File: config.mk
export PLATFORM = sky130hd
export DESIGN_NAME = mlfs_ram
export DESIGN_NICKNAME = d
export VERILOG_FILES = /design/src/hw/rtl/multilevel_feedback_scheduler_assert.svh /design/src/hw/rtl/mlfs_ram.sv
export SDC_FILE = /design/constraint.sdc
export NUM_CORES = 1
export LEC_CHECK = 0
export BUFFER_PORTS_ARGS = -buffer_cell sky130_fd_sc_hd__buf_2
export CORE_MARGIN = 4
export CORE_UTILIZATION = 60
export CTS_CLUSTER_SIZE = 12
export DETAILED_ROUTE_END_ITERATION = 8
export PLACE_DENSITY = 0.82
export SLEW_MARGIN = 15
export SYNTH_ARGS = -nofsm -noshare
export SYNTH_HDL_FRONTEND = slang
export SYNTH_SLANG_ARGS = --single-unit
File: constraint.sdc
create_clock -name clk -period 2.5 [get_ports clk]
set_input_delay 0.25 -clock clk [delete_from_list [all_inputs] [get_ports clk]]
set_output_delay 0.25 -clock clk [all_outputs]
set_load 0.01 [all_outputs]
File: src/hw/rtl/multilevel_feedback_scheduler_assert.svh
// Assertion macros shared by the scheduler modules.
`ifndef MULTILEVEL_FEEDBACK_SCHEDULER_ASSERT_SVH
`define MULTILEVEL_FEEDBACK_SCHEDULER_ASSERT_SVH

// Implication checked at every clock edge outside reset.
`define MLFS_ASSERT_IMPL(lbl, clk, rst_n, ante, cons) \
  lbl: assert property (@(posedge clk) disable iff (!rst_n) (ante) |-> (cons)) \
    else $error("scheduler assertion failed");

// Implication whose consequence is checked in the cycle after the antecedent.
`define MLFS_ASSERT_NEXT(lbl, clk, rst_n, ante, cons) \
  lbl: assert property (@(posedge clk) disable iff (!rst_n) (ante) |=> (cons)) \
    else $error("scheduler assertion failed");

`endif

File: src/hw/rtl/mlfs_ram.sv
`default_nettype none
module mlfs_ram #(
  parameter int WIDTH = 4,
  parameter int DEPTH = 16
) (
  input  wire logic                     clk,
  input  wire logic                     we,
  input  wire logic [$clog2(DEPTH)-1:0] waddr,
  input  wire logic [WIDTH-1:0]         wdata,
  input  wire logic [$clog2(DEPTH)-1:0] raddr,
  output logic      [WIDTH-1:0]         rdata
);
  logic [WIDTH-1:0] mem [DEPTH];

  always_ff @(posedge clk) begin
    if (we) begin
      mem[waddr] <= wdata;
    end
    rdata <= mem[raddr];
  end
endmodule
`default_nettype wire

== Word-level counts from Yosys, hierarchy flattened ==
Memory sizes are Yosys's and may differ from the RTL's. A register that Yosys moved wholly into a read port is not among the register bits.
Cells that the tools add are included.

* Memories kept: 1
* Register bits after elaboration: 0
* Memory bits (writable): 64

* Mux-type cells: 2

{| class="wikitable"
|+ Memory list
! name !! depth !! width !! read ports !! clocked after memory_dff !! wr ports !! RTL line !! RTL
|-
| mem || 16 || 4 || 1 || 1 || 1 || mlfs_ram.sv:13 || <nowiki>logic [WIDTH-1:0] mem [DEPTH];</nowiki>
|}

{| class="wikitable"
|+ Operators with widths
! operator !! count
|-
| $mux W1 || 2
|}

== Depth between registers and ports, before layout ==
Gate-level depths: netlist of run 1.

* Word-level depth: 2
* Depth in mapped cells: 5
* Gate-level depth less buffers: 3

== Worst setup path before layout of run 1 ==
OpenSTA, ideal clock, no wires.

* Path kind: input port to flip-flop
* Start: in waddr[2]
* End: mem mem[0][0], enable pin
* Slack: 1.049 ns
* Path buffers: 0
* Arrival: 1.090 ns
* Cell stages on the path: 2
* Setup time: 0.361 ns
* Path through: or3b_2 -> nor3_1

{| class="wikitable"
|+ RTL lines
! item !! RTL line !! RTL
|-
| start, declared || mlfs_ram.sv:8 || <nowiki>input wire logic [$clog2(DEPTH)-1:0] waddr,</nowiki>
|-
| end, declared || mlfs_ram.sv:13 ||
|}

Straight into the memory's write port.

==> results of run 1 <==
per-stage QoR:
step                instance area (sq um)  std cells  power [W]   util  setup slack [ns]
floorplan                            2670        130    0.00137      -              1.05
global placement                     2770        193    0.00142  0.669             0.823
detailed placement                   2770        193    0.00142  0.669             0.770
CTS                                  2940        209    0.00215  0.709              1.12
global route                         2940        209    0.00221  0.709              1.05
finish                               2940        209    0.00214  0.709              1.12
final cells by class:
| type | count | share of cell area |
|---|---|---|
| well taps | 50 | 0.0213 |
| clock buffers | 13 | 0.0507 |
| flip-flops and latches | 68 | 0.682 |
| multi-input cells | 58 | 0.213 |
| repair buffers | 17 | 0.0290 |
| clock inverters | 3 | 0.00469 |
worst min-delay path by stage:
stage	from	end	slack [ns]	depth (start not counted)
after floorplan	wdata[0]	mem[0][0]$_DFFE_PP_	0.35	0
after detailed placement	raddr[2]	rdata[1]$_DFF_P_	0.58	3
final	raddr[2]	rdata[2]$_DFF_P_	0.24	3
after CTS	raddr[2]	rdata[1]$_DFF_P_	0.24	3
after global placement	raddr[2]	rdata[1]$_DFF_P_	0.58	3
after global routing	raddr[2]	rdata[2]$_DFF_P_	0.26	3
synth_stat cells, drive strengths merged (2+ instances only):
cell type	n	area [sq um]
mux4	16	413
nand3b	2	15.0
nand2b	2	12.5
dfxtp	4	80.1
nor2b	2	12.5
edfxtp	64	1920
nand2	5	18.8
buf	3	36.3
nor2	13	48.8
nor3	4	20.0
nand3	9	45.0
a22oi	4	30.0
kinds of logic after synthesis:
kind of cell	after synthesis	share of synthesized area
flops	68	0.751
buf+inv	4	0.0150
mux	16	0.155
simple gates	38	0.0680
compound gates	4	0.0113
cell usage in the layout, fill, tap and decap left out, drive strengths merged:
master	count
nor2	13
nor3	4
or3b	1
mux4	16
a22oi	4
nand2b	2
dfxtp	4
edfxtp	64
clkbuf	13
nand2	5
nor2b	2
clkinv	3
nand3	9
nand3b	2
buf	17
worst reg2reg max path, stage by stage (launching register included):
cell and delay [ns]:
edfxtp_1 0.38, mux4_1 0.54, a22oi_1 0.21, nand3_1 0.10
report_power, final:
part | internal (W) | total [W] | switching (W)
Sequential | 0.00127 | 0.00128 | 0.00000717
Clock | 0.000382 | 0.000741 | 0.000359
Combinational | 0.0000487 | 0.000117 | 0.0000683
Total | 0.00170 | 0.00214 | 0.000435
registers in the layout (all words and copies together) (netlist names):
signal  cells
mem        64
rdata       4
layer usage:
| metal | GRT usage | vias up |
|---|---|---|
| li1 | - | 592 |
| met1 | 0.264 | 663 |
| met2 | 0.289 | 44 |
| met3 | 0.0401 | 9 |
| met4 | 0.0791 | 0 |
| met5 | 0 | - |
==> impl_metrics.py, run 1 <==
metrics = {
    "global_route": {
        "antenna_found_initial": 0,
        "grt_max_degree": 17,
        "overflow": 0,
        "grtUsageTotal": 0.187,
        "grt_pass1_wl_um": 7090,
        "grt_pass1_vias": 1301,
    },
    "drt": {
        "drtPass1Iterations": 4,
        "met3_length_um": 242,
        "wirelength_um": 4440,
        "m1WireLength_um": 2020,
        "drc_errors": 0,
        "wl_per_cell_um": 21.3,
        "via_per_inst": 6.26,
        "ant_nets": 0,
        "vias": 1308,
        "drt-initial-drc-count": 133,
        "wl_met2_um": 2120,
        "maxUsedRoutingLayer": "met4",
    },
    "critical_path": {
        "cpPeakStageDelay_ns": 0.64,
        "reg2reg_to": "rdata[2]$_DFF_P_",
        "cp-end-kind": "flip-flop",
        "ff2ff_path_depth": 3,
        "startpoint_type": "primary input",
        "worstSetupEndpoint": "rdata[2]$_DFF_P_",
        "crit_start": "raddr[0]",
        "crit_path_top_delay_cell": "mux4_1",
        "cp.required_ns": 2.71,
        "cp_max_fo": 16,
        "crit_buf_inv": 1,
        "crit_chain": "buf_2, mux4_1, a22oi_1, nand3_1",
        "critPathKind": "in2reg",
        "r2r_setup_slack_ns": 1.16,
        "cp_top_family": "multiplexers",
        "crit_arrival_ns": 1.59,
        "r2r_start": "mem[1][2]$_DFFE_PP_",
        "cp.depth": 4,
    },
    "cts": {
        "path_clk_slew_ns": 0.07,
        "clockBufferDepth": 2,
        "cts_hold_buf": 0,
        "clock_sinks": 68,
        "worstSkewPairLatency_ns": 0.33,
        "cts_tree": "yes",
        "numCtsBuffers": 9,
        "h-tree-depth": 3,
        "cts_resized": 0,
        "clockRootBuffer": "clkbuf_8",
        "post_cts.repair.setup_buffers": 0,
    },
    "job": {
        "drv_cap": 0,
    },
    "timing": {
        "holdWs_ns": 0.242,
        "hold_viol_final": 0,
        "tns_ns": 0,
        "skew_ns": 0.00823,
        "worst_pin_slew_ns": 0.834,
        "relSlewSlack": 0.440,
        "fmax_mhz": 726,
        "period_minus_slack_ns": 1.38,
        "setup_viol": 0,
        "slew_violations": 0,
        "grt_setup_unrepaired": "no",
        "min_period_over_period": 0.551,
    },
    "synth": {
        "synth.avg_cell_area_sq_um": 20.5,
        "syn_area_sq_mm": 0.00267,
        "ys_ff_latch": 68,
        "synth_edf_count": 64,
        "synth_cells": 130,
        "synth_cell_types": 17,
        "yosysSeqAreaShare": 0.751,
        "synth_flop_cell": "edfxtp_1",
        "ys_async_sr_fraction": 0,
        "synth.net_count": 144,
        "ys_warn_count": 0,
    },
    "floorplan": {
        "num_rows": 23,
        "initial_utilization": 0.643,
        "die_h_um": 74.7,
        "pin_count": 18,
        "core-area_sq_mm": 0.00414,
        "die_x_um": 74.7,
        "dieArea_sq_mm": 0.00557,
    },
    "min_path": {
        "hp-class": "in2reg",
    },
    "final_layout": {
        "regArea_sq_mm": 0.00200,
        "fin_nets": 168,
        "layout-drive-gt1-share": 0.201,
        "diodes": 0,
        "fillers": 262,
        "syn2layout_area_growth_pct": 10.1,
        "multi_input_area_sq_um": 624,
    },
    "placed_design": {
        "gp_congestion": 0.781,
        "place_hpwl_um": 3040,
        "portBuffers": 17,
    },
    "power_and_ir_drop": {
        "total_leakage_power_nw": 0.995,
        "pwr_density_cell_mw_per_mm2": 728,
        "max-vdd-ir-drop_mv": 0.535,
    },
    "status": {
        "status": "complete, no violations",
    },
}
No activity file was read; power rests on OpenSTA's default activity.
==> inputs of run 2 (changes only) <==
Settings changed: CORE_UTILIZATION 60 to 59, PLACE_DENSITY 0.82 to 0.81.
Clock period 2.5 ns to 1.45 ns, I/O delays scaled along.
==> impl_metrics.py, run 2 (same netlist as run 1, synthesis figures left out) <==
metrics = {
    "status": {
        "status": "complete, no violations",
    },
    "final_layout": {
        "final_cell_area_sq_mm": 0.00303,
        "fin_nets": 177,
        "fillers": 261,
        "final_common_cell": "edfxtp_1",
        "regArea_sq_mm": 0.00200,
        "largest_register_ffs": 64,
        "layout-drive-gt1-share": 0.256,
        "finalNonFillerCells": 220,
        "largest_register": "mem",
        "diodes": 0,
        "syn2layout_area_growth_pct": 13.7,
        "final_cell_mix": "edfxtp_1, buf_2, mux4_1",
        "top_regs": "mem (64), rdata (4)",
        "multi_input_area_sq_um": 629,
    },
    "drt": {
        "drtPass1Iterations": 4,
        "drt-initial-drc-count": 58,
        "via_per_inst": 5.93,
        "wl_per_cell_um": 19.5,
        "ant_nets": 0,
        "vias": 1305,
        "drc_errors": 0,
        "wirelength_um": 4280,
    },
    "cts": {
        "numCtsBuffers": 9,
        "post_cts.repair.setup_buffers": 0,
        "path_clk_slew_ns": 0.07,
        "cts_tree": "yes",
        "clockBufferDepth": 2,
        "h-tree-depth": 3,
        "worstSkewPairLatency_ns": 0.32,
        "clockRootBuffer": "clkbuf_8",
        "clock_sinks": 68,
    },
    "critical_path": {
        "cp_max_fo": 1,
        "worstSetupEndpoint": "rdata[2]$_DFF_P_",
        "ff2ff_path_depth": 3,
        "crit_start": "mem[1][2]$_DFFE_PP_",
        "critPathKind": "reg2reg",
        "r2r_start": "mem[1][2]$_DFFE_PP_",
        "crit_chain": "mux4_1, a22oi_1, nand3_1",
        "crit_arrival_ns": 1.55,
        "cpPeakStageDelay_ns": 0.51,
        "cp-end-kind": "flip-flop",
        "startpoint_type": "flip-flop",
        "reg2reg_to": "rdata[2]$_DFF_P_",
        "crit_path_top_delay_cell": "mux4_1",
        "cp.required_ns": 1.66,
        "r2r_setup_slack_ns": 0.11,
    },
    "global_route": {
        "grtUsageTotal": 0.175,
        "grt_pass1_vias": 1318,
        "grt_pass1_wl_um": 6640,
        "grt_max_degree": 17,
        "overflow": 0,
        "antenna_found_initial": 0,
    },
    "timing": {
        "min_period_over_period": 0.924,
        "grt_setup_unrepaired": "no",
        "skew_ns": 0.00487,
        "tns_ns": 0,
        "worst_slack_ns": 0.110,
        "slew_violations": 0,
        "worst_pin_slew_ns": 0.400,
        "fmax_mhz": 746,
        "setup_viol": 0,
        "period_minus_slack_ns": 1.34,
        "hold_viol_final": 0,
        "relSlewSlack": 0.733,
    },
    "floorplan": {
        "core-area_sq_mm": 0.00435,
        "die_h_um": 75.2,
        "pin_count": 18,
        "dieArea_sq_mm": 0.00566,
        "die_x_um": 75.2,
        "num_rows": 24,
        "initial_utilization": 0.612,
    },
    "power_and_ir_drop": {
        "total_leakage_power_nw": 1.05,
        "max-vdd-ir-drop_mv": 0.987,
        "pwr_density_cell_mw_per_mm2": 1250,
        "total_power_w": 0.00379,
    },
    "min_path": {
        "whs_path_depth": 3,
        "hp-class": "in2reg",
    },
    "placed_design": {
        "place_inst": 204,
        "dp_slack_ns": -0.0843,
        "place_hpwl_um": 2930,
        "dpl_cell_area_sq_mm": 0.00284,
        "portBuffers": 17,
        "gp_congestion": 0.791,
    },
    "job": {
        "drv_cap": 0,
    },
}
## run 2: what timing repair did
action | CTS | global route
setup endpoints to repair | 0 | 1
hold buffers | 0 | 0
gates resized for setup | 0 | 1
## run 2: worst min-delay path by stage
stage / startpoint / endpoint / slack (ns)
final: raddr[2] / rdata[2]$_DFF_P_ / 0.14
after detailed placement: raddr[2] / rdata[2]$_DFF_P_ / 0.47
after floorplan: wdata[0] / mem[0][0]$_DFFE_PP_ / 0.24
after global routing: raddr[2] / rdata[2]$_DFF_P_ / 0.15
after CTS: raddr[2] / rdata[2]$_DFF_P_ / 0.12
after global placement: raddr[2] / rdata[0]$_DFF_P_ / 0.47
## run 2: area by class of cell
class                           count  area share
Clock buffer                       15      0.0582
Tap cell                           52      0.0215
Clock inverter                      1     0.00165
Sequential cell                    68       0.661
Multi-Input combinational cell     58       0.208
Timing Repair Buffer               26      0.0504
## run 2: critical path, delay by kind of cell, from the launching register on
kind | cells | cell delay (ns)
multiplexers | 1 | 0.51
AO/OA/AOI/OAI | 1 | 0.26
flip-flops | 1 | 0.35
AND/OR/NAND/NOR | 1 | 0.10
## run 2: power breakdown
group,total [W],switching (W),internal [W]
Clock,0.00137,0.000608,0.000761
Combinational,0.000213,0.000121,0.0000921
Sequential,0.00221,0.0000111,0.00220
Total,0.00379,0.000740,0.00305
## run 2: per-layer routing
metal  part of all wire  GRT usage  wire [um]  vias up
met3              0.057     0.0401        242        9
li1                   -          -          -      607
met1               0.43      0.224       1860      643
met5                  0          0          0        -
met2               0.49      0.269       2100       46
met4              0.019      0.117         81        0
## run 2: per-stage QoR
step	hold slack, ns	util
floorplan	0.244	-
global placement	0.473	0.653
detailed placement	0.471	0.653
CTS	0.122	0.695
global route	0.152	0.696
finish	0.136	0.696
==> inputs of run 3 (changes only) <==
Settings changed: RECOVER_POWER set to 50.
==> impl_metrics.py, run 3 (same netlist as run 1, synthesis figures left out) <==
metrics = {
    "status": {
        "status": "complete, no violations",
    },
    "drt": {
        "drt-initial-drc-count": 56,
        "ant_nets": 0,
        "wirelength_um": 4270,
        "drtPass1Iterations": 4,
        "vias": 1286,
        "wl_per_cell_um": 19.4,
        "via_per_inst": 5.85,
        "drc_errors": 0,
    },
    "critical_path": {
        "crit_start": "mem[1][2]$_DFFE_PP_",
        "cpPeakStageDelay_ns": 0.51,
        "critPathKind": "reg2reg",
        "r2r_setup_slack_ns": 0.11,
        "worstSetupEndpoint": "rdata[2]$_DFF_P_",
        "crit_chain": "mux4_1, a22oi_1, nand3_1",
        "cp-end-kind": "flip-flop",
        "crit_path_top_delay_cell": "mux4_1",
        "startpoint_type": "flip-flop",
        "cp.required_ns": 1.66,
        "cp_max_fo": 1,
        "reg2reg_to": "rdata[2]$_DFF_P_",
        "r2r_start": "mem[1][2]$_DFFE_PP_",
        "crit_arrival_ns": 1.55,
        "ff2ff_path_depth": 3,
    },
    "timing": {
        "period_minus_slack_ns": 1.34,
        "slew_violations": 0,
        "grt_setup_unrepaired": "no",
        "relSlewSlack": 0.525,
        "worst_pin_slew_ns": 0.712,
        "min_period_over_period": 0.926,
        "hold_viol_final": 0,
        "tns_ns": 0,
        "skew_ns": 0.00490,
        "fmax_mhz": 745,
        "setup_viol": 0,
    },
    "min_path": {
        "whs_path_depth": 3,
        "hp-class": "in2reg",
    },
    "global_route": {
        "grtUsageTotal": 0.175,
        "antenna_found_initial": 0,
        "grt_pass1_wl_um": 6640,
        "overflow": 0,
        "grt_pass1_vias": 1318,
        "grt_max_degree": 17,
    },
    "power_and_ir_drop": {
        "clkPwrFrac": 0.361,
        "pwr_density_cell_mw_per_mm2": 1250,
        "comb_power_share": 0.055,
        "intPower_w": 0.00305,
        "seqPwrFrac": 0.583,
        "switchingPower_w": 0.000739,
        "p_sw_frac": 0.195,
        "max-vdd-ir-drop_mv": 0.985,
        "total_leakage_power_nw": 1.03,
    },
    "cts": {
        "cts_hold_buf": 0,
        "path_clk_slew_ns": 0.07,
        "clock_sinks": 68,
        "cts_tree": "yes",
        "h-tree-depth": 3,
        "post_cts.repair.setup_buffers": 0,
        "worstSkewPairLatency_ns": 0.32,
        "clockRootBuffer": "clkbuf_8",
        "numCtsBuffers": 9,
        "cts_resized": 0,
        "clockBufferDepth": 2,
    },
    "placed_design": {
        "portBuffers": 17,
        "place_hpwl_um": 2930,
        "gp_congestion": 0.791,
    },
    "final_layout": {
        "top_regs": "mem (64), rdata (4)",
        "final_common_cell": "edfxtp_1",
        "layout-drive-gt1-share": 0.220,
        "fin_nets": 177,
        "syn2layout_area_growth_pct": 13.3,
        "largest_register_ffs": 64,
        "largest_register": "mem",
        "diodes": 0,
        "final_cell_mix": "edfxtp_1, mux4_1, nor2_1",
        "final_core_util": 0.694,
    },
    "floorplan": {
        "die_x_um": 75.2,
        "core-area_sq_mm": 0.00435,
        "num_rows": 24,
        "pin_count": 18,
        "die_h_um": 75.2,
        "dieArea_sq_mm": 0.00566,
        "initial_utilization": 0.612,
    },
    "job": {
        "drv_cap": 0,
    },
}
## run 3: cell types whose count changed in the layout (fill, tap and decap cells not counted), sizes merged
cell,change
buf,-6
clkbuf,+6
## run 3: layout make-up
class                      count  area, sq um
clock inverter                 1         5.00
tap                           52         65.1
clock buffer                  15          176
fill                         267         1330
timing repair buffer          26          143
sequential                    68         2000
multi-input combinational     58          629
## run 3: worst max-delay path, delay by kind of cell, from the launching register on
kind	cells	cell delay (ns)
mux	1	0.51
compound gates	1	0.27
flops	1	0.35
simple gates	1	0.10
## run 3: through the flow
step | hold WS [ns] | area (sq um) | power [W] | worst slack [ns] | cells
detailed placement | 0.471 | 2840 | 0.00246 | -0.0843 | 204
CTS | 0.122 | 3030 | 0.00381 | 0.0556 | 220
floorplan | 0.244 | 2670 | 0.00237 | 0.104 | 130
global route | 0.152 | 3020 | 0.00391 | 0.0208 | 220
global placement | 0.473 | 2840 | 0.00245 | -0.0453 | 204
finish | 0.137 | 3020 | 0.00379 | 0.107 | 220
## run 3: how the worst min path moves through the flow
stage,startpoint,slack [ns],to
5_1_grt,raddr[2],0.15,rdata[2]$_DFF_P_
3_5_place_dp,raddr[2],0.47,rdata[2]$_DFF_P_
4_1_cts,raddr[2],0.12,rdata[2]$_DFF_P_
6_report,raddr[2],0.14,rdata[2]$_DFF_P_
3_3_place_gp,raddr[2],0.47,rdata[0]$_DFF_P_
2_1_floorplan,wdata[0],0.24,mem[0][0]$_DFFE_PP_
## run 3: power by group through the flow
stage,Sequential (W),Clock [W],Combinational (W)
finish,0.00221,0.00137,0.000210
global route,0.00221,0.00147,0.000230
CTS,0.00221,0.00139,0.000214
detailed placement,0.00225,0,0.000213
global placement,0.00225,0,0.000202
floorplan,0.00225,0,0.000115
## run 3: per-layer routing
layer  routed length, um  GRT usage  vias up
met1                1840      0.224      627
li1                    -          -      605
met4                  81      0.117        0
met5                   0          0        -
met3                 254     0.0401        9
met2                2100      0.269       45
