`src/hw/rtl/multilevel_feedback_scheduler_assert.svh`:
```
// Assertion macros shared by the scheduler modules.
`ifndef MULTILEVEL_FEEDBACK_SCHEDULER_ASSERT_SVH
`define MULTILEVEL_FEEDBACK_SCHEDULER_ASSERT_SVH

// Implication checked at every clock edge outside reset.
`define MLFS_ASSERT_IMPL(lbl, clk, rst_n, ante, cons) \
  lbl: assert property (@(posedge clk) disable iff (!rst_n) (ante) |-> (cons)) \
    else $error("scheduler assertion failed");

// Implication whose consequence is checked in the cycle after the antecedent.
`define MLFS_ASSERT_NEXT(lbl, clk, rst_n, ante, cons) \
  lbl: assert property (@(posedge clk) disable iff (!rst_n) (ante) |=> (cons)) \
    else $error("scheduler assertion failed");

`endif

```
`src/hw/rtl/mlfs_pkg.sv`:
```
`default_nettype none
package mlfs_pkg;

  localparam int NUM_PROCS_DEF  = 16;
  localparam int NUM_LEVELS_DEF = 6;

  localparam int PID_W  = 4;
  localparam int LVL_W  = 3;
  localparam int QNT_W  = 6;
  localparam int PROC_W = 2 + LVL_W;

  localparam logic [0:0] CFG_QUANTUM_MODE     = 1'd0;
  localparam logic [0:0] CFG_CONSTANT_QUANTUM = 1'd1;

  typedef enum logic [2:0] {
    ACT_NEW     = 3'd0,
    ACT_TICK    = 3'd1,
    ACT_IO_REQ  = 3'd2,
    ACT_IO_DONE = 3'd3,
    ACT_FINISH  = 3'd4
  } action_t;

  typedef enum logic [1:0] {
    ST_INACTIVE = 2'd0,
    ST_READY    = 2'd1,
    ST_RUNNING  = 2'd2,
    ST_BLOCKED  = 2'd3
  } status_t;

  typedef enum logic [1:0] {
    S_IDLE = 2'd0,
    S_EXEC = 2'd1,
    S_DISP = 2'd2,
    S_RES  = 2'd3
  } state_t;

  typedef struct packed {
    logic             enq_vld;
    logic [LVL_W-1:0] enq_lvl;
    logic             deq_en;
  } qreq_t;

  typedef struct packed {
    logic             enq_ok;
    logic             found;
    logic             fwd;
    logic [LVL_W-1:0] deq_lvl;
  } qstat_t;

  function automatic logic [QNT_W-1:0] quantum_for(input logic mode,
                                                   input logic [QNT_W-1:0] cq,
                                                   input logic [LVL_W-1:0] lvl);
    logic [QNT_W-1:0] q;
    if (!mode) begin
      q = cq;
    end else if (lvl >= LVL_W'(6)) begin
      q = QNT_W'(63);
    end else begin
      q = QNT_W'(1) << lvl;
    end
    return q;
  endfunction

endpackage
`default_nettype wire

```
`src/hw/rtl/mlfs_qctl.sv`:
```
`default_nettype none
`include "multilevel_feedback_scheduler_assert.svh"
module mlfs_qctl #(
  parameter int NUM_PROCS  = mlfs_pkg::NUM_PROCS_DEF,
  parameter int NUM_LEVELS = mlfs_pkg::NUM_LEVELS_DEF
) (
  input  wire logic                                     clk,
  input  wire logic                                     rst_n,
  input  wire mlfs_pkg::qreq_t                          req,
  output mlfs_pkg::qstat_t                              stat,
  output logic [$clog2(NUM_LEVELS*NUM_PROCS)-1:0]       enq_addr,
  output logic [$clog2(NUM_LEVELS*NUM_PROCS)-1:0]       deq_addr
);
  localparam int SLOT_W = $clog2(NUM_PROCS);
  localparam int CNT_W  = $clog2(NUM_PROCS + 1);
  localparam int LIDX_W = $clog2(NUM_LEVELS);
  localparam int QA_W   = $clog2(NUM_LEVELS * NUM_PROCS);

  logic [SLOT_W-1:0] head_r [NUM_LEVELS];
  logic [SLOT_W-1:0] tail_r [NUM_LEVELS];
  logic [CNT_W-1:0]  cnt_r  [NUM_LEVELS];

  logic [LIDX_W-1:0] eidx;
  logic [LIDX_W-1:0] didx;
  logic              enq_ok;
  logic              found;
  logic              deq_do;

  assign eidx   = req.enq_lvl[LIDX_W-1:0];
  assign enq_ok = req.enq_vld && (32'(req.enq_lvl) < NUM_LEVELS)
                  && (32'(cnt_r[eidx]) < NUM_PROCS);

  // The lowest level that holds an entry once this cycle's enqueue is counted.
  always_comb begin
    found = 1'b0;
    didx  = '0;
    for (int l = NUM_LEVELS - 1; l >= 0; l--) begin
      if (cnt_r[l] != '0 || (enq_ok && eidx == LIDX_W'(l))) begin
        found = 1'b1;
        didx  = LIDX_W'(l);
      end
    end
  end

  assign deq_do       = req.deq_en && found;
  assign stat.enq_ok  = enq_ok;
  assign stat.found   = found;
  assign stat.fwd     = enq_ok && eidx == didx && cnt_r[didx] == '0;
  assign stat.deq_lvl = mlfs_pkg::LVL_W'(didx);
  assign enq_addr     = QA_W'(eidx) * QA_W'(NUM_PROCS) + QA_W'(tail_r[eidx]);
  assign deq_addr     = QA_W'(didx) * QA_W'(NUM_PROCS) + QA_W'(head_r[didx]);

  always_ff @(posedge clk) begin
    if (!rst_n) begin
      for (int l = 0; l < NUM_LEVELS; l++) begin
        head_r[l] <= '0;
        tail_r[l] <= '0;
        cnt_r[l]  <= '0;
      end
    end else begin
      for (int l = 0; l < NUM_LEVELS; l++) begin
        if (enq_ok && eidx == LIDX_W'(l)) begin
          tail_r[l] <= (32'(tail_r[l]) == NUM_PROCS - 1) ? '0 : tail_r[l] + 1'b1;
        end
        if (deq_do && didx == LIDX_W'(l)) begin
          head_r[l] <= (32'(head_r[l]) == NUM_PROCS - 1) ? '0 : head_r[l] + 1'b1;
        end
        cnt_r[l] <= cnt_r[l] + CNT_W'(enq_ok && eidx == LIDX_W'(l))
                             - CNT_W'(deq_do && didx == LIDX_W'(l));
      end
    end
  end

  `MLFS_ASSERT_IMPL(a_deq_found, clk, rst_n, req.deq_en, found)
  `MLFS_ASSERT_IMPL(a_fwd_enq, clk, rst_n, stat.fwd, enq_ok && found)
  `MLFS_ASSERT_IMPL(a_cnt0_max, clk, rst_n, 1'b1, 32'(cnt_r[0]) <= NUM_PROCS)
endmodule
`default_nettype wire
```
`config.mk`:
```
export PLATFORM = sky130hd
export DESIGN_NAME = mlfs_qctl
export DESIGN_NICKNAME = d
export VERILOG_FILES = /design/src/hw/rtl/mlfs_pkg.sv /design/src/hw/rtl/mlfs_qctl.sv
export VERILOG_INCLUDE_DIRS = /design/src /design/src/hw/rtl
export SDC_FILE = /design/constraint.sdc
export NUM_CORES = 1
export LEC_CHECK = 0
export BUFFER_PORTS_ARGS = -buffer_cell sky130_fd_sc_hd__clkbuf_2
export CAP_MARGIN = 20
export CORE_MARGIN = 1.5
export CORE_UTILIZATION = 51
export CTS_CLUSTER_DIAMETER = 50
export DETAILED_ROUTE_END_ITERATION = 8
export PLACE_DENSITY = 0.72
export SYNTH_ARGS = -nofsm -noshare
export SYNTH_HDL_FRONTEND = slang
export SYNTH_SLANG_ARGS = --single-unit
```
`constraint.sdc`:
```
create_clock -name clk -period 5.23 [get_ports clk]
set_clock_uncertainty 0.15 [all_clocks]
set_input_delay 0.2615 -clock clk [delete_from_list [all_inputs] [get_ports clk]]
set_output_delay 0.2615 -clock clk [all_outputs]
set_load 0.01 [all_outputs]
```
# Yosys cells after proc, flatten, opt, wreduce, memory -nomap -nowiden

Memories as Yosys holds them, arrays and structs flattened.
Cells that the tools add are included.

Add/sub/neg operators: 26
$mul: 0
Div/mod/pow operators: 0
Magnitude comparators: 2
Equal/unequal tests: 23
Shift operators: 0
Muxes and demuxes: 80
Bitwise gates (word level): 18
Reductions and logical operators: 32

Operators by type and width:

| operator                                                              | count |
|---|---|
| 4-bit 2-to-1 mux                                                      | 24 |
| 4-bit by 1-bit adder with 4-bit output, second input constant         | 12 |
| 4-bit equality test, second input constant                            | 12 |
| 1-bit 2-to-1 mux                                                      | 44 |
| 5-bit by 1-bit adder with 5-bit output                                | 6 |
| 5-bit 2-to-1 mux                                                      | 6 |
| 5-bit nonzero test                                                    | 6 |
| 5-bit by 1-bit subtractor with 5-bit output                           | 6 |
| 3-bit 2-to-1 mux                                                      | 6 |
| 1-bit OR                                                              | 18 |
| 1-bit logical AND                                                     | 17 |
| 7-bit by 4-bit adder with 7-bit output                                | 2 |
| 3-bit by 2-bit equality test with 1-bit output, second input constant | 4 |
| 3-bit equality test, second input constant                            | 4 |
| 3-bit by 1-bit equality test with 1-bit output, second input constant | 2 |
| 3-bit logical NOT                                                     | 2 |
| 1-bit logical OR                                                      | 6 |
| 5-bit logical NOT                                                     | 1 |
| 5-bit less-than comparator, second input constant                     | 1 |
| 3-bit equality test                                                   | 1 |
| 3-bit less-than comparator, second input constant                     | 1 |

Flip-flop bits (word level): 0
Latch bits: 0
RAM bits: 78
ROM bits: 0
Input bits: 7
Output and inout port bits: 20
Logic and storage cells: 184
Memories kept: 3

Memory list:

| name   | depth | bits a word | rd ports | clocked after Yosys merged registers in | wr ports | RTL line        | RTL |
|---|---|---|---|---|---|---|---|
| cnt_r  | 6     | 5           | 8        | 0                                       | 6        | mlfs_qctl.sv:21 | `logic [CNT_W-1:0] cnt_r [NUM_LEVELS];` |
| head_r | 6     | 4           | 7        | 0                                       | 6        | mlfs_qctl.sv:19 | `logic [SLOT_W-1:0] head_r [NUM_LEVELS];` |
| tail_r | 6     | 4           | 7        | 0                                       | 6        | mlfs_qctl.sv:20 | `logic [SLOT_W-1:0] tail_r [NUM_LEVELS];` |

# Depth between registers and ports, before layout

Gate-level depths: netlist (run 1).

Depth in word-level cells: 17
Depth in mapped cells: 18
Gate-level depth less buffers: 17

# Worst setup path before layout (run 1)

No wires, ideal clock.

Path type: reg-to-reg
Start point: mem cnt_r[3][3] in the netlist's numbering
End point: mem cnt_r[5][4] in the netlist's numbering
Library setup time: 0.116 ns
Data arrival time: 3.185 ns
Data required time: 4.964 ns
Path slack: 1.780 ns
Stages on the path, launching flop included: 19
Path buffers: 1
Period minus slack after synthesis: 3.450 ns
Cell sequence: dfxtp_1 inv_1 ha_1 nor4b_1 o311ai_2 or3_1 buf_2 inv_4 nand2_1 nor3_4 xor2_1 ha_1 inv_1 fa_1 inv_1 a21oi_1 nor2_1 or3_1 and3_1

RTL lines:

| item               | RTL line |
|---|---|
| start: declaration | mlfs_qctl.sv:21 |

==> results.md, run 1 <==
- Fillers: between 800 and 900
- Slew HR: about a third
- Clock buffer count from CTS: 9
- CTS H-tree lvls: 3
- Clock Sink Count: 78
- Crit-path slowest cell: or3_1
- Row count: 37
- Levels on crit path: 17
- Placer Congestion: 0.8649
- Worst-path cell chain: inv_1 > ha_1 > nor4b_1 > o311ai_2 > or3_1 > inv_4 > nand2_1 > nor3_4 > xor2_1 > ha_1 > inv_1 > fa_1 > inv_1 > a21oi_1 > nor2_1 > o21ai_0 > and3_1
- Initial antenna violation count: 0
- CTS tree: built
- Post-synth ARST share: 0%
- # port buffers: 26
- Clk slew on worst S/H paths: 0.09 ns
- Final net count: around 600
- Fin crit period: slightly above 4 ns
- Syn Nets: 592
- Post-cts sizing count: 0
- IO Pins: 27
- EDFF count, synth: 48
- Diode count: 0
- Startpoint type of the worst setup path: flop
- Tot GR Track Use: around a fifth
- Worst Tran Pin Value: 0.9906 ns
- Dominant synthesized flop cell: edfxtp_1
- Layout cell share with drive strength beyond 1: between 10% and 20%
- Fmax: around 0.25 GHz
- Initial Util: 51.96%
- First-pass GRT wire length: 18570 um
- Die Height: around 110 um
- Die X: between 100 and 150 um
- Final max-slew violation count: 0
- Drt first pass iters: 7
- Commonest non-fill, non-tap cells in the layout: 51 x nor2_1, 48 x inv_1, 48 x edfxtp_1
- DRC Markers: 0
- Setup_tns: 0 ns
- Mapped cell area: around 0.0053 sq mm
- P_leak: 2.374 nW
- Status: complete, no violations
- Synth Warn #: 0
- HPWL after detailed placement: 8477 um
- PwrDens: around 450 mW/mm^2
- Setup crit end: cnt_r[5][4]$_SDFF_PN0_
- Final Hold Vio Count: 0
- Cell family with most CP delay: simple AND/OR/NAND/NOR gates
- Reg2reg path depth: 17
- Post-Route WL: roughly 11000 um
- Vias in the first global route: 3908
- Commonest non-fill, non-tap cell in the layout: nor2_1
- Mapped Cells: ~540
- Vias/cell: between 5 and 6
- Max Cap Violations: 0
- Reg area: between 0.002 and 0.0025 sq mm
- R2R setup slack: between 1 and 1.5 ns
- Worst r2r src: cnt_r[3][2]$_SDFF_PN0_
- Largest net degree at the start of global routing: 58
- Multi-input gate area: 0.002950 sq mm
- Core footprint: 0.01023 sq mm
- Required time of the critical path: about 5.3 ns
- Hold Path Depth: 3
- RSZ-0062 raised after global routing: false
- Bufs on Longest Clock Path: 2
- Worst reg2reg endpoint: cnt_r[5][4]$_SDFF_PN0_
- Die ar.: roughly 0.011 sq mm
- Clock tree root buffer cell: clkbuf_8
- Post-CTS Setup Bufs: 0
- Tcrit/Tclk final: 77.40%
- Area growth syn-to-layout: 7.319%
- Worst-skew pair later-pin latency: about 0.36 ns
- Yosys reg bits: 78
- Crit path capture type: flop
- Total gr overflow: 0
- Worst setup path class: reg2reg
- 1st-iter DRT viols: around 240
- CP most frequent cell: inv_1
- Worst Setup SP: cnt_r[3][2]$_SDFF_PN0_
- Critical Path Max Stage Delay: between 0.5 and 0.6 ns
- Synth unique cells: between 60 and 70
- Arrival time worst endpoint: around 4.2 ns
- Synth Area per Inst: 9.900 sq um
- Routed Antenna Nets: 0
- Sequential share of the synthesized area: roughly two fifths
- CP Max Fanout: 9
- Vias: between 3000 and 4000
- DR WL/cell: about 16 um
- Hold Path Class: in2reg
- Buf/Inv on CP: 4
- Number of buffers inserted by hold repair at cts: 0
- # setup viols final: 0
- Hold slack: roughly 0.3 ns
- Max VDD drop: ~0.00032 V
worst min-delay path by stage:
stage                                           from                    endpoint  slack (ns)
after floorplan                               req[0]  head_r[0][0]$_SDFFCE_PP0P_        0.41
after global placement    tail_r[3][0]$_SDFFCE_PP0P_  tail_r[3][0]$_SDFFCE_PP0P_        0.46
after detailed placement  tail_r[3][0]$_SDFFCE_PP0P_  tail_r[3][0]$_SDFFCE_PP0P_        0.47
after CTS                                     req[0]  head_r[0][0]$_SDFFCE_PP0P_        0.29
after global routing                          req[0]  head_r[0][0]$_SDFFCE_PP0P_        0.32
final                                         req[0]  head_r[0][2]$_SDFFCE_PP0P_        0.29
kinds of logic after synthesis:
logic type	after synthesis	synth area share [%]
adders and majority gates	48	12.14
xor gates and xnor gates	44	7.249
AOI/OAI and AO/OA	79	10.61
muxes	20	4.872
buffers and inverters	73	6.096
DFF	78	38.41
and+or+nand+nor	195	20.62
stage by stage:
step / cells / instance area (sq um) / setup WS [ns] / total power, mW / utilization [%]
after floorplan: 537 / 5316 / 1.780 / 1.794 / -
after global placement: 677 / 5492 / 1.444 / 2.004 / 53.67
after detailed placement: 677 / 5492 / 1.202 / 2.049 / 53.67
after CTS: 693 / 5705 / 1.190 / 2.551 / 55.77
after global routing: 693 / 5705 / 0.8069 / 2.725 / 55.77
final: 693 / 5705 / 1.182 / 2.548 / 55.77
synth_stat cells (all sizes together) (16+ instances only):
cell / number / share of area (%)
o21ai: 16 / 1.5
and2: 19 / 2.2
xor2: 22 / 3.6
ha: 42 / 9.9
nand3: 19 / 1.8
nand2: 20 / 1.4
nor2: 51 / 3.6
edfxtp: 48 / 27
dfxtp: 30 / 11
a21oi: 25 / 2.4
xnor2: 22 / 3.6
nand2b: 17 / 2.0
inv: 51 / 3.7
tightest hold or removal path, delay by kind of cell:
family | cells | cell delay, ns
buf+inv | 1 | 0.16
simple gates | 2 | 0.24
registers in the layout (all words and copies together), names as in the netlist:
register / flops
tail_r: 24
head_r: 24
cnt_r: 30
layout make-up:
class | instances | area share (%)
Timing Repair Buffer | 26 | 2.281
Clock buffer | 10 | 2.237
Tap cell | 136 | 2.982
Inverter | 51 | 3.487
Clock inverter | 6 | 1.513
Sequential cell | 78 | 35.79
Multi-Input combinational cell | 386 | 51.71
power by group:
| part | internal, mW | leakage, nW | switching, mW |
|---|---|---|---|
| logic | 0.540 | 1.52 | 0.632 |
| clock network | 0.268 | 0.106 | 0.229 |
| registers | 0.761 | 0.745 | 0.118 |
per-layer routing:
metal	global-route usage (%)	routed length, um	vias to the layer above
met1	26.28	4979	1884
met4	8.415	227	0
met3	3.182	438	23
li1	-	-	1918
met2	36.18	5452	88
met5	0	0	-
(Power assumes the default switching activity.)
==> inputs of run 2 (changes only) <==
PLACE_DENSITY = 0.75   (was 0.72)
clock period = 3.4 ns   (was 5.23 ns; I/O delays follow)
==> run 2 against run 1 <==
Non-clock buffer count up 33. Sequential power up 52%. Highest routed layer unchanged. Largest cell class unchanged. Count of clock-buffer cells in the layout unchanged. Setup slack worse by 1.1 ns. Via count up 2.8%. Critical path depth down 1. Clock power up 28%.
==> results.md, run 2 (same netlist as run 1, synthesis figures left out) <==
- Placer Congestion: 0.9280 (+7.3%)
- Required time of the critical path: 3.50 ns (-1.83 ns)
- Worst Setup SP: cnt_r[5][3]$_SDFF_PN0_
- Commonest non-fill, non-tap cell in the layout: nor2_1
- Final instance area: 0.006020 sq mm (+5.5%)
- Hold Path Class: in2reg
- Worst reg2reg endpoint: cnt_r[5][4]$_SDFF_PN0_
- Drt first pass iters: 5 (-2)
- HPWL after detailed placement: 8417 um (-0.71%)
- Worst-path cell chain: inv_1 > ha_1 > or4b_4 > o221a_4 > nor3b_4 > or2_4 > nor3_4 > xor2_1 > ha_2 > inv_1 > fa_2 > inv_1 > a21oi_1 > nor2_1 > or3_1 > and3_1
- Multi-input gate area: 0.003048 sq mm (+3.3%)
- DR WL/cell: 15.13 um (-5.5%)
- Arrival time worst endpoint: 3.44 ns (-0.71 ns)
- Max Cap Violations: 0 (unchanged)
- Diode count: 0 (unchanged)
- Worst r2r src: cnt_r[5][3]$_SDFF_PN0_
- Core footprint: 0.01023 sq mm (unchanged)
- Vias in the first global route: 3855 (-1.4%)
- Clk slew on worst S/H paths: 0.09 ns (about the same)
- Clock Sink Count: 78 (unchanged)
- Initial Util: 51.96% (unchanged)
- 1st-iter DRT viols: 309 (+29%)
- CTS H-tree lvls: 3 (unchanged)
- Tcrit/Tclk final: 98.04% (+21 points)
- Total placed instance area: 0.005687 sq mm (+3.6%)
- Row count: 37 (unchanged)
- Initial antenna violation count: 0 (unchanged)
- IO Pins: 27 (unchanged)
- Final Hold Vio Count: 0 (unchanged)
- Biggest register: cnt_r
- RSZ-0062 raised after global routing: true
- Top flop regs: cnt_r: 30 flops, head_r: 24 flops, tail_r: 24 flops
- Post-Route WL: 10980 um (-1.0%)
- DRC Markers: 0 (unchanged)
- # port buffers: 26 (unchanged)
- First-pass GRT wire length: 18240 um (-1.7%)
- Tot GR Track Use: 20.50% (-0.49 points)
- CP Max Fanout: 3 (-6)
- Routed Antenna Nets: 0 (unchanged)
- P_leak: 2.557 nW (+7.7%)
- Slew HR: 50.41% (+16 points)
- Fin crit period: 3.333 ns (-0.7146 ns)
- Crit path capture type: flop
- Vias/cell: 5.539 (-1.9%)
- Setup crit end: cnt_r[5][4]$_SDFF_PN0_
- Placed insts: 701 (+3.5%)
- Commonest non-fill, non-tap cells in the layout: 51 x nor2_1, 48 x edfxtp_1, 47 x inv_1
- Levels on crit path: 16 (-1)
- Status: complete, no violations
- Area growth syn-to-layout: 13.23%
- # setup viols final: 0 (unchanged)
- Crit-path slowest cell: or4b_4
- Fmax: 0.3000 GHz (+21%)
- Total gr overflow: 0 (unchanged)
- Critical Path Max Stage Delay: 0.48 ns (-0.11 ns)
- Reg2reg path depth: 16 (-1)
- Worst Tran Pin Value: 0.7439 ns (-0.2467 ns)
- DP Worst Slack: -0.001752 ns (-1.204 ns)
- Max VDD drop: 0.0003759 V (+16%)
- Die X: 105.1 um (unchanged)
- Worst-skew pair later-pin latency: 0.37 ns (about the same)
- PwrDens: 682.2 mW/mm^2 (+53%)
- Reg area: 0.002046 sq mm (+0.18%)
- Cell family with most CP delay: simple AND/OR/NAND/NOR gates
- Die Height: 105.1 um (unchanged)
- Vias: 4021 (+2.8%)
- Total design power: 4.106 mW (+61%)
- Hold slack: 0.2381 ns (-0.05462 ns)
- Clock tree root buffer cell: clkbuf_8
- Final WS setup: 0.06654 ns (-1.115 ns)
- Max reg flops: 30 (unchanged)
- Cell Count, Final, Fillers Out: 726 (+4.8%)
- Fillers: 848 (-4.7%)
- Final max-slew violation count: 0 (unchanged)
- Bufs on Longest Clock Path: 2 (unchanged)
- Buf/Inv on CP: 3 (-1)
- R2R setup slack: 0.07 ns (-1.12 ns)
- CTS tree: built
- CP most frequent cell: inv_1
- Largest net degree at the start of global routing: 44 (-24%)
- Worst setup path class: reg2reg
- Layout cell share with drive strength beyond 1: 20.00% (+8.2 points)
- Final net count: 640 (+5.4%)
- Number of buffers inserted by hold repair at cts: 0 (unchanged)
- Startpoint type of the worst setup path: flop
- Die ar.: 0.01105 sq mm (unchanged)
- Hold Path Depth: 3 (unchanged)
- Clock buffer count from CTS: 9 (unchanged)
run 2: cell types whose count changed in the layout (fill, tap and decap cells not counted), moves of 3 or more:
cell,before,now
fa_1,6,3
nor4b_4,0,4
dfxtp_1,30,27
dfxtp_2,0,3
or3_1,12,9
nor4b_2,3,0
fa_2,0,3
buf_4,0,32
clkinvlp_4,1,4
or3_4,0,3
run 2: metal layers:
metal,global-route usage (%),vias to the layer above,share of wire [%]
met5,0,-,0
met3,3.805,24,4.6
met1,26.02,1932,45
met4,8.708,0,2.2
li1,-,1980,-
met2,34.17,85,49
run 2: power by group:
part | switching, mW | leakage, nW | total [mW] | internal [mW]
registers | 0.171 | 0.747 | 1.34 | 1.17
logic | 1.05 | 1.73 | 2.13 | 1.08
clock network | 0.366 | 0.0751 | 0.634 | 0.269
total | 1.59 | 2.56 | 4.11 | 2.52
run 2: cell type report:
cell class                 instances  share of cell area (%)
tap                              136                   2.827
timing repair buffer              59                   6.340
inverter                          51                   3.305
clock buffer                      10                   2.120
multi-input combinational        386                   50.63
clock inverter                     6                  0.7899
sequential                        78                   33.98
run 2: how the worst min path moves through the flow:
stage                               startpoint                         end  slack, ns
floorplan                               req[1]                 enq_addr[4]       0.28
finish                                  req[0]  head_r[0][3]$_SDFFCE_PP0P_       0.24
CTS                                     req[0]  head_r[0][1]$_SDFFCE_PP0P_       0.20
global route                            req[0]  head_r[0][3]$_SDFFCE_PP0P_       0.25
detailed placement  tail_r[3][0]$_SDFFCE_PP0P_  tail_r[3][0]$_SDFFCE_PP0P_       0.46
global placement    tail_r[3][0]$_SDFFCE_PP0P_  tail_r[3][0]$_SDFFCE_PP0P_       0.45
run 2: repair_timing:
item | in CTS | in global routing
setup endpoints to repair | 1 | 7
setup buffers | 1 | 8
gates resized for setup | 1 | 23
pin swaps | 0 | 9
endpoints found under the hold margin | 0 | 0
run 2: metrics by stage:
| step | TNS (ns) | util (%) |
|---|---|---|
| 6_report | 0 | 58.84 |
| 3_5_place_dp | -0.001752 | 55.58 |
| 5_1_grt | -0.1435 | 58.84 |
| 3_3_place_gp | 0 | 55.58 |
| 4_1_cts | 0 | 57.45 |
| 2_1_floorplan | 0 | - |
run 2: tightest hold or removal path, cell delays in order:
cell      delay, ns
clkbuf_2       0.18
nand2_1        0.07
nand2_1        0.17
